`src/hw/rtl/priority_order_scheduler_assert.svh`:
```
// ----------------------------------------------------------------------------
// priority_order_scheduler assertion macros
// shared concurrent assertion forms for the scheduler rtl
// ----------------------------------------------------------------------------
`ifndef PRIORITY_ORDER_SCHEDULER_ASSERT_SVH
`define PRIORITY_ORDER_SCHEDULER_ASSERT_SVH

// same-cycle implication, disabled while in reset
`define POS_ASSERT_IMPL(name, ck, rst_n, ante, cons) \
	name: assert property (@(posedge ck) disable iff (!rst_n) (ante) |-> (cons)) \
		else $error("same-cycle check failed");

// next-cycle implication, disabled while in reset
`define POS_ASSERT_NEXT(name, ck, rst_n, ante, cons) \
	name: assert property (@(posedge ck) disable iff (!rst_n) (ante) |=> (cons)) \
		else $error("next-cycle check failed");

`endif

```
`src/hw/rtl/pos_pkg.sv`:
```
// ----------------------------------------------------------------------------
// pos_pkg
// shared widths, job entry layout and controller/datapath interface structs
// ----------------------------------------------------------------------------
package pos_pkg;

	localparam int BURST_W = 16;
	localparam int PRIO_W  = 8;
	localparam int ID_W    = 5;
	localparam int TIME_W  = 20;

	// one stored job
	typedef struct packed {
		logic [PRIO_W-1:0]  prio;
		logic [BURST_W-1:0] burst;
		logic [ID_W-1:0]    id;
	} entry_t;

	// controller to datapath
	typedef struct packed {
		logic load;     // store the incoming request
		logic sort_go;  // incoming request closes the set
		logic scan;     // read one remaining entry
		logic pick;     // commit the maximum and emit a result
	} cmd_t;

	// datapath to controller
	typedef struct packed {
		logic final_job;  // incoming request ends the set
		logic scan_end;   // current read is the last remaining entry
		logic pos_last;   // current position is the last of the set
	} sts_t;

endpackage

```
`src/hw/rtl/priority_order_scheduler.sv`:
```
// ----------------------------------------------------------------------------
// priority_order_scheduler
// non-preemptive priority scheduler: load jobs, sort by priority, emit times
// ----------------------------------------------------------------------------
// loading: one request per cycle while busy is low, no result for non-final jobs
// final request of n jobs: busy is high from then until the pick of the last result
// for each position p the scan state reads the remaining jobs through the one memory read
// port, then the pick state commits their maximum and registers its result
// results are one-cycle strobes that cannot be stalled
// reset clears the job count, scan counters and the strobe; the job memory is not cleared

module priority_order_scheduler #(
	parameter int MAX_PROCS = 16
) (
	input  logic                          clk,
	input  logic                          arst_n,

	// request side
	input  logic                          start,
	output logic                          busy,
	input  logic [pos_pkg::BURST_W-1:0]   burst_time,
	input  logic [pos_pkg::PRIO_W-1:0]    priority_req,
	input  logic                          last_process,

	// result side
	output logic                          result_valid,
	output logic [pos_pkg::ID_W-1:0]      process_id,
	output logic [pos_pkg::BURST_W-1:0]   burst_out,
	output logic [pos_pkg::TIME_W-1:0]    start_time,
	output logic [pos_pkg::TIME_W-1:0]    finish_time,
	output logic                          last_result
);

	// command and status between sequencer and datapath
	pos_pkg::cmd_t cmd;
	pos_pkg::sts_t sts;

	// sequencer: idle takes requests, scan walks the unsorted tail,
	// pick commits the maximum of that tail and emits its result
	pos_ctrl u_ctrl (
		.clk    (clk),
		.arst_n (arst_n),
		.start  (start),
		.sts    (sts),
		.busy   (busy),
		.cmd    (cmd)
	);

	// datapath: job memory (one write, one registered read port),
	// running maximum compare, start/finish accumulator, result registers
	pos_dp #(
		.MAX_PROCS (MAX_PROCS)
	) u_dp (
		.clk          (clk),
		.arst_n       (arst_n),
		.burst_time   (burst_time),
		.priority_req (priority_req),
		.last_process (last_process),
		.cmd          (cmd),
		.sts          (sts),
		.process_id   (process_id),
		.burst_out    (burst_out),
		.start_time   (start_time),
		.finish_time  (finish_time),
		.last_result  (last_result),
		.result_valid (result_valid)
	);

endmodule

```
`src/hw/rtl/pos_dp.sv`:
```
// ----------------------------------------------------------------------------
// pos_dp
// job memory, selection scan with running maximum, and result registers
// ----------------------------------------------------------------------------
`include "priority_order_scheduler_assert.svh"

module pos_dp #(
	parameter int MAX_PROCS = 16
) (
	input  logic                          clk,
	input  logic                          arst_n,
	input  logic [pos_pkg::BURST_W-1:0]   burst_time,
	input  logic [pos_pkg::PRIO_W-1:0]    priority_req,
	input  logic                          last_process,
	input  pos_pkg::cmd_t                 cmd,
	output pos_pkg::sts_t                 sts,
	output logic [pos_pkg::ID_W-1:0]      process_id,
	output logic [pos_pkg::BURST_W-1:0]   burst_out,
	output logic [pos_pkg::TIME_W-1:0]    start_time,
	output logic [pos_pkg::TIME_W-1:0]    finish_time,
	output logic                          last_result,
	output logic                          result_valid
);

	localparam int AW = (MAX_PROCS > 1) ? $clog2(MAX_PROCS) : 1;
	localparam int CW = $clog2(MAX_PROCS + 1);
	localparam logic [CW-1:0] MAX_CNT = CW'(MAX_PROCS);

	pos_pkg::entry_t mem [MAX_PROCS];

	pos_pkg::entry_t rd_s1;
	logic [AW-1:0]   idx_s1;
	logic            v_s1;
	logic            first_s1;

	logic [CW-1:0]   cnt_q;
	logic [CW-1:0]   n_q;
	logic [AW-1:0]   pos_q;
	logic [AW-1:0]   k_q;
	logic [pos_pkg::TIME_W-1:0] time_q;

	pos_pkg::entry_t best_q;
	logic [AW-1:0]   best_idx_q;
	pos_pkg::entry_t pos_ent_q;

	logic [pos_pkg::ID_W-1:0]    process_id_q;
	logic [pos_pkg::BURST_W-1:0] burst_out_q;
	logic [pos_pkg::TIME_W-1:0]  start_time_q;
	logic [pos_pkg::TIME_W-1:0]  finish_time_q;
	logic                        last_result_q;
	logic                        result_valid_q;

	pos_pkg::entry_t nb;
	logic [AW-1:0]   nb_idx;
	pos_pkg::entry_t pos_ent;
	pos_pkg::entry_t wr_data;
	logic [AW-1:0]   wr_addr;
	logic            we;
	logic [CW-1:0]   cnt_inc;
	logic [pos_pkg::TIME_W-1:0] time_nxt;

	assign cnt_inc  = cnt_q + CW'(1);
	assign time_nxt = time_q + pos_pkg::TIME_W'(nb.burst);

	assign sts.final_job = last_process || (cnt_inc == MAX_CNT);
	assign sts.scan_end  = (CW'(k_q) + CW'(1)) == n_q;
	assign sts.pos_last  = (CW'(pos_q) + CW'(1)) == n_q;

	// running maximum, first strict maximum wins
	always_comb begin
		if (first_s1 || (rd_s1.prio > best_q.prio)) begin
			nb     = rd_s1;
			nb_idx = idx_s1;
		end else begin
			nb     = best_q;
			nb_idx = best_idx_q;
		end
		pos_ent = first_s1 ? rd_s1 : pos_ent_q;
	end

	// write port: load a new job, or move the displaced job into the max slot
	always_comb begin
		we = cmd.load || cmd.pick;
		if (cmd.load) begin
			wr_addr       = cnt_q[AW-1:0];
			wr_data.prio  = priority_req;
			wr_data.burst = burst_time;
			wr_data.id    = pos_pkg::ID_W'(cnt_inc);
		end else begin
			wr_addr = nb_idx;
			wr_data = pos_ent;
		end
	end

	always_ff @(posedge clk) begin
		if (we) begin
			mem[wr_addr] <= wr_data;
		end
	end

	always_ff @(posedge clk) begin
		rd_s1  <= mem[k_q];
		idx_s1 <= k_q;
	end

	always_ff @(posedge clk or negedge arst_n) begin
		if (!arst_n) begin
			v_s1     <= 1'b0;
			first_s1 <= 1'b0;
		end else begin
			v_s1     <= cmd.scan;
			first_s1 <= cmd.scan && (k_q == pos_q);
		end
	end

	always_ff @(posedge clk) begin
		if (v_s1) begin
			best_q     <= nb;
			best_idx_q <= nb_idx;
		end
		if (first_s1) begin
			pos_ent_q <= rd_s1;
		end
	end

	always_ff @(posedge clk or negedge arst_n) begin
		if (!arst_n) begin
			cnt_q  <= '0;
			n_q    <= '0;
			pos_q  <= '0;
			k_q    <= '0;
			time_q <= '0;
		end else begin
			if (cmd.load) begin
				if (cmd.sort_go) begin
					n_q    <= cnt_inc;
					cnt_q  <= '0;
					pos_q  <= '0;
					k_q    <= '0;
					time_q <= '0;
				end else begin
					cnt_q <= cnt_inc;
				end
			end
			if (cmd.scan) begin
				k_q <= k_q + AW'(1);
			end
			if (cmd.pick) begin
				pos_q  <= pos_q + AW'(1);
				k_q    <= pos_q + AW'(1);
				time_q <= time_nxt;
			end
		end
	end

	always_ff @(posedge clk) begin
		if (cmd.pick) begin
			process_id_q  <= nb.id;
			burst_out_q   <= nb.burst;
			start_time_q  <= time_q;
			finish_time_q <= time_nxt;
			last_result_q <= sts.pos_last;
		end
	end

	always_ff @(posedge clk or negedge arst_n) begin
		if (!arst_n) begin
			result_valid_q <= 1'b0;
		end else begin
			result_valid_q <= cmd.pick;
		end
	end

	assign process_id   = process_id_q;
	assign burst_out    = burst_out_q;
	assign start_time   = start_time_q;
	assign finish_time  = finish_time_q;
	assign last_result  = last_result_q;
	assign result_valid = result_valid_q;

	`POS_ASSERT_NEXT(a_pick_emits, clk, arst_n, cmd.pick, result_valid_q)
	`POS_ASSERT_IMPL(a_scan_in_set, clk, arst_n, cmd.scan, CW'(k_q) < n_q)
	`POS_ASSERT_NEXT(a_close_clears_count, clk, arst_n, cmd.load && cmd.sort_go, cnt_q == '0)

endmodule

```
`src/hw/rtl/pos_ctrl.sv`:
```
// ----------------------------------------------------------------------------
// pos_ctrl
// sequencer for load, scan and pick phases of the scheduler
// ----------------------------------------------------------------------------
`include "priority_order_scheduler_assert.svh"

module pos_ctrl (
	input  logic          clk,
	input  logic          arst_n,
	input  logic          start,
	input  pos_pkg::sts_t sts,
	output logic          busy,
	output pos_pkg::cmd_t cmd
);

	typedef enum logic [2:0] {
		ST_IDLE = 3'b001,
		ST_SCAN = 3'b010,
		ST_PICK = 3'b100
	} state_t;

	state_t state_q;
	state_t state_nxt;

	always_comb begin
		cmd       = '0;
		state_nxt = state_q;
		unique case (state_q)
			ST_IDLE: begin
				if (start) begin
					cmd.load    = 1'b1;
					cmd.sort_go = sts.final_job;
					if (sts.final_job) begin
						state_nxt = ST_SCAN;
					end
				end
			end
			ST_SCAN: begin
				cmd.scan = 1'b1;
				if (sts.scan_end) begin
					state_nxt = ST_PICK;
				end
			end
			ST_PICK: begin
				cmd.pick  = 1'b1;
				state_nxt = sts.pos_last ? ST_IDLE : ST_SCAN;
			end
			default: begin
				state_nxt = ST_IDLE;
			end
		endcase
	end

	always_ff @(posedge clk or negedge arst_n) begin
		if (!arst_n) begin
			state_q <= ST_IDLE;
		end else begin
			state_q <= state_nxt;
		end
	end

	assign busy = (state_q != ST_IDLE);

	`POS_ASSERT_NEXT(a_scan_to_pick, clk, arst_n, state_q == ST_SCAN && sts.scan_end, state_q == ST_PICK)

endmodule
```
`config.mk`:
```
export PLATFORM = sky130hd
export DESIGN_NAME = priority_order_scheduler
export DESIGN_NICKNAME = d
export VERILOG_FILES = /design/src/hw/rtl/pos_pkg.sv /design/src/hw/rtl/priority_order_scheduler.sv /design/src/hw/rtl/pos_dp.sv /design/src/hw/rtl/pos_ctrl.sv
export VERILOG_INCLUDE_DIRS = /design/src /design/src/hw/rtl
export SDC_FILE = /design/constraint.sdc
export NUM_CORES = 1
export LEC_CHECK = 0
export BUFFER_PORTS_ARGS = -buffer_cell sky130_fd_sc_hd__buf_2
export CORE_MARGIN = 1.5
export CORE_UTILIZATION = 52
export DETAILED_ROUTE_END_ITERATION = 16
export HOLD_SLACK_MARGIN = 0.15
export PLACE_DENSITY = 0.72
export SYNTH_ARGS = -nofsm -noshare
export SYNTH_HDL_FRONTEND = slang
export SYNTH_SLANG_ARGS = --single-unit
```
`constraint.sdc`:
```
create_clock -name clk -period 7.6 [get_ports clk]
set_input_delay 0.76 -clock clk [delete_from_list [all_inputs] [get_ports clk]]
set_output_delay 0.76 -clock clk [all_outputs]
set_load 0.01 [all_outputs]
```
==> results.yml <==
critical_path:
  critPathCaptureType: "register"
  critPathMaxStageDelay_ns: 0.45
  slowest_stage: "o31ai_4"
  cp-start-kind: "register"
  crit_family: "compound AO/OA/AOI/OAI gates"
  worstSetupPathDepth: 15
  cp_num_buf_inv: 2
  rrSetupSlack_ns: 3.28
  cp_cell_sequence: "inv_1 > ha_1 > a211o_1 > a21boi_4 > nand3_4 > nand2_1 > buf_4 > mux2_2 > ha_1 > nand3_1 > a2111oi_2 > a21oi_1 > o31ai_4 > nand2_1 > xnor2_1"
  rr_worst_depth: 15
  required_ns: 7.93
  crit_type: "reg -> reg"
  crit_arrival_ns: 4.66
  crit_fanout: 24
route:
  dr.pass1.iters: 5
  wirelength_mm: 57.3
  vias_per_cell: 5.96
  drt.antenna.violating_nets: 0
  routedWlPerCell_um: 23.9
  dr.first_iter.drc_count: 1394
  vias: 14266
  drc: 0
global_route:
  track_usage: 0.224
  grt_max_degree: 124
  antenna_found_initial: 0
  grt_pass1_wl_mm: 87.6
  first_global_vias: 14258
  grt_overflow_total: 0
sta:
  finalSetupViolCount: 0
  hold_viol_final: 0
  max_slew.worst_pin.slew_ns: 1.16
  grt_setup_unrepaired: "false"
  period_share: 0.569
  fmaxAchievable_mhz: 231
  setup_ws_ns: 3.28
  slew_violations: 0
  relSlewSlack: 0.218
  fin_worst_skew_ns: 0.0303
  fin_crit_ns: 4.32
  fin_setup_tns_ns: 0
finish:
  area_delta_synth_final_pct: 13.6
  fin_cells: 2394
  num_antenna_cells: 0
  design_area_um2: 29900
  drive_above_1_share: 0.243
  fin_nets: 1727
floorplanning:
  fp-row-count: 82
  ios: 92
  die_area_um2: 52000
  die_y_um: 228
  initial_core_util: 0.526
  core_area_um2: 50100
  fp.dieW_um: 228
clocking:
  cts_tree: "done"
  worstSkewPairLatency_ns: 0.59
  cts_made_buffers: 67
  cts_hold_buf: 0
  cts_max_path_buffers: 3
  root_buffer: "clkbuf_16"
  cts.sink_count: 665
  cts_max_level: 3
  post_cts_resized: 0
  clkSlewWorstSetupHoldPaths_ns: 0.06
  cts_setup_buffers: 0
power:
  p_sw_mw: 1.35
  ir_drop_mv: 0.162
  p_seq_frac: 0.542
  total_power_mw: 7.19
  p_per_area_nw_per_um2: 240
  swShare: 0.188
  p_leak_nw: 8.08
  combPwrFrac: 0.002
  p_int_mw: 5.84
  power_frac_clock: 0.456
placement:
  portBuffers: 91
  dp_cells: 2273
  hpwl_mm: 32.0
  place_area_um2: 27700
  gp_congestion: 0.881
  pre_cts_ws_ns: 3.31
synthesis:
  synth-edff-count: 559
  synth_top_area_share: 0.638
  avgSynthCellArea_um2: 17.0
  async_reset_ff_frac: 0.0662
  yosysTopAreaCell: "edfxtp_1"
  synthesis.nets: 1603
  synth_cell_types: 72
  synth_area_leaders: "edfxtp_1 64%, mux4_2 5.0%, dfxtp_1 4.7%, dfrtp_1 4.1%, mux2_2 4.1%"
  yosys_warnings: 0
  yosysSeqAreaShare: 0.727
  syn-instance-count: 1546
  synthFlopType: "edfxtp_1"
  ys_seq_elements: 665
  post-synth-top-count-cell: "edfxtp_1"
  syn_area_um2: 26300
  synth.top_cells.by_count: "559 x edfxtp_1, 121 x nand2_1, 100 x mux2i_1"
run_status:
  status: "completed"
run:
  max-cap-violations: 0
min_path:
  hp-class: "in -> async"
## worst register-to-register path, stage by stage, from the launching register on
cell and delay [ns]:
edfxtp_1 0.34, inv_1 0.05, ha_1 0.32, a211o_1 0.32, a21boi_4 0.21, nand3_4 0.13
nand2_1 0.08, buf_4 0.31, mux2_2 0.42, ha_1 0.39, nand3_1 0.20, a2111oi_2 0.36
a21oi_1 0.23, o31ai_4 0.45, nand2_1 0.12, xnor2_1 0.14
## per-stage QoR
| stage | hold WS (ns) | utilization |
|---|---|---|
| floorplan | 0.345 | - |
| global placement | 0.447 | 0.554 |
| global route | 0.424 | 0.598 |
| detailed placement | 0.440 | 0.554 |
| finish | 0.337 | 0.598 |
| CTS | 0.362 | 0.598 |
## registers in the layout, summed over array words and instances (netlist names)
register / flops
u_dp.time_q: 20
u_dp.best_idx_q: 4
u_dp.process_id: 5
u_dp.pos_q: 4
u_dp.v_s1: 1
u_dp.start_time: 20
u_dp.first_s1: 1
u_dp.last_result: 1
u_dp.rd_s1: 29
u_dp.n_q: 5
u_dp.finish_time: 20
u_ctrl.state_q: 3
u_dp.result_valid: 1
u_dp.pos_ent_q: 29
u_dp.k_q: 4
u_dp.mem: 464
u_dp.burst_out: 16
u_dp.best_q: 29
u_dp.cnt_q: 5
u_dp.idx_s1: 4
## worst paths after layout
check / from / endpoint
setup reg to reg: u_dp.best_q[26] / u_dp.finish_time[17]
setup / recovery: u_dp.best_q[26] / u_dp.finish_time[17]
hold / removal: arst_n / u_dp.cnt_q[2]
hold reg to reg: u_dp.rd_s1[25] / u_dp.best_q[25]
min in group clk: last_process / u_dp.cnt_q[3]
max in group asynchronous: arst_n / u_dp.k_q[3]
## layout make-up
cell class / instances / area, um2
Tap cell: 672 / 841
Sequential cell: 665 / 19100
Fill cell: 3647 / 20100
Multi-Input combinational cell: 787 / 6930
Clock inverter: 34 / 352
Clock buffer: 87 / 1820
Inverter: 20 / 76.3
Timing Repair Buffer: 129 / 753
## cell families after synthesis
family	share of synthesized area
flip-flops	0.727
AO/OA/AOI/OAI	0.0697
multiplexers	0.128
AND/OR/NAND/NOR	0.0358
buffers and inverters	0.0146
XOR/XNOR	0.0110
adder cells (fa/ha/maj)	0.0141
## cells in the final DEF (no fill, tap or decap), types with 12 or more instances in the layout
master       n
dfrtp_1     39
o21ai_0     77
xnor2_1     23
a221oi_1    29
inv_1       19
buf_4       37
clkinv_1    12
mux2_2      95
nand3_1     12
nand2_1    121
edfxtp_1   559
a22oi_1     31
nor2_1      23
ha_1        28
buf_2       91
a21oi_1     51
dfxtp_1     62
mux4_2      58
clkbuf_1    15
mux2i_1    100
clkbuf_16   69
## layer usage
metal  part of all wire  wire length, um  up-vias  global-route usage
met5                  0                0        -                   0
met4              0.020             1160        0              0.0687
met3              0.068             3910       84              0.0353
met2               0.48            27700      519               0.366
met1               0.43            24500     7303               0.311
li1                   -                -     6360                   -
## power by group through the flow
stage	sequential, mW	combinational (mW)	clock, mW
after floorplan	3.97	0.00125	0
after global placement	3.97	0.0170	0
after detailed placement	3.97	0.0172	0
after CTS	3.90	0.0174	3.34
after global routing	3.89	0.0182	3.48
final	3.90	0.0165	3.28
Power figures use the tool's default switching activity.
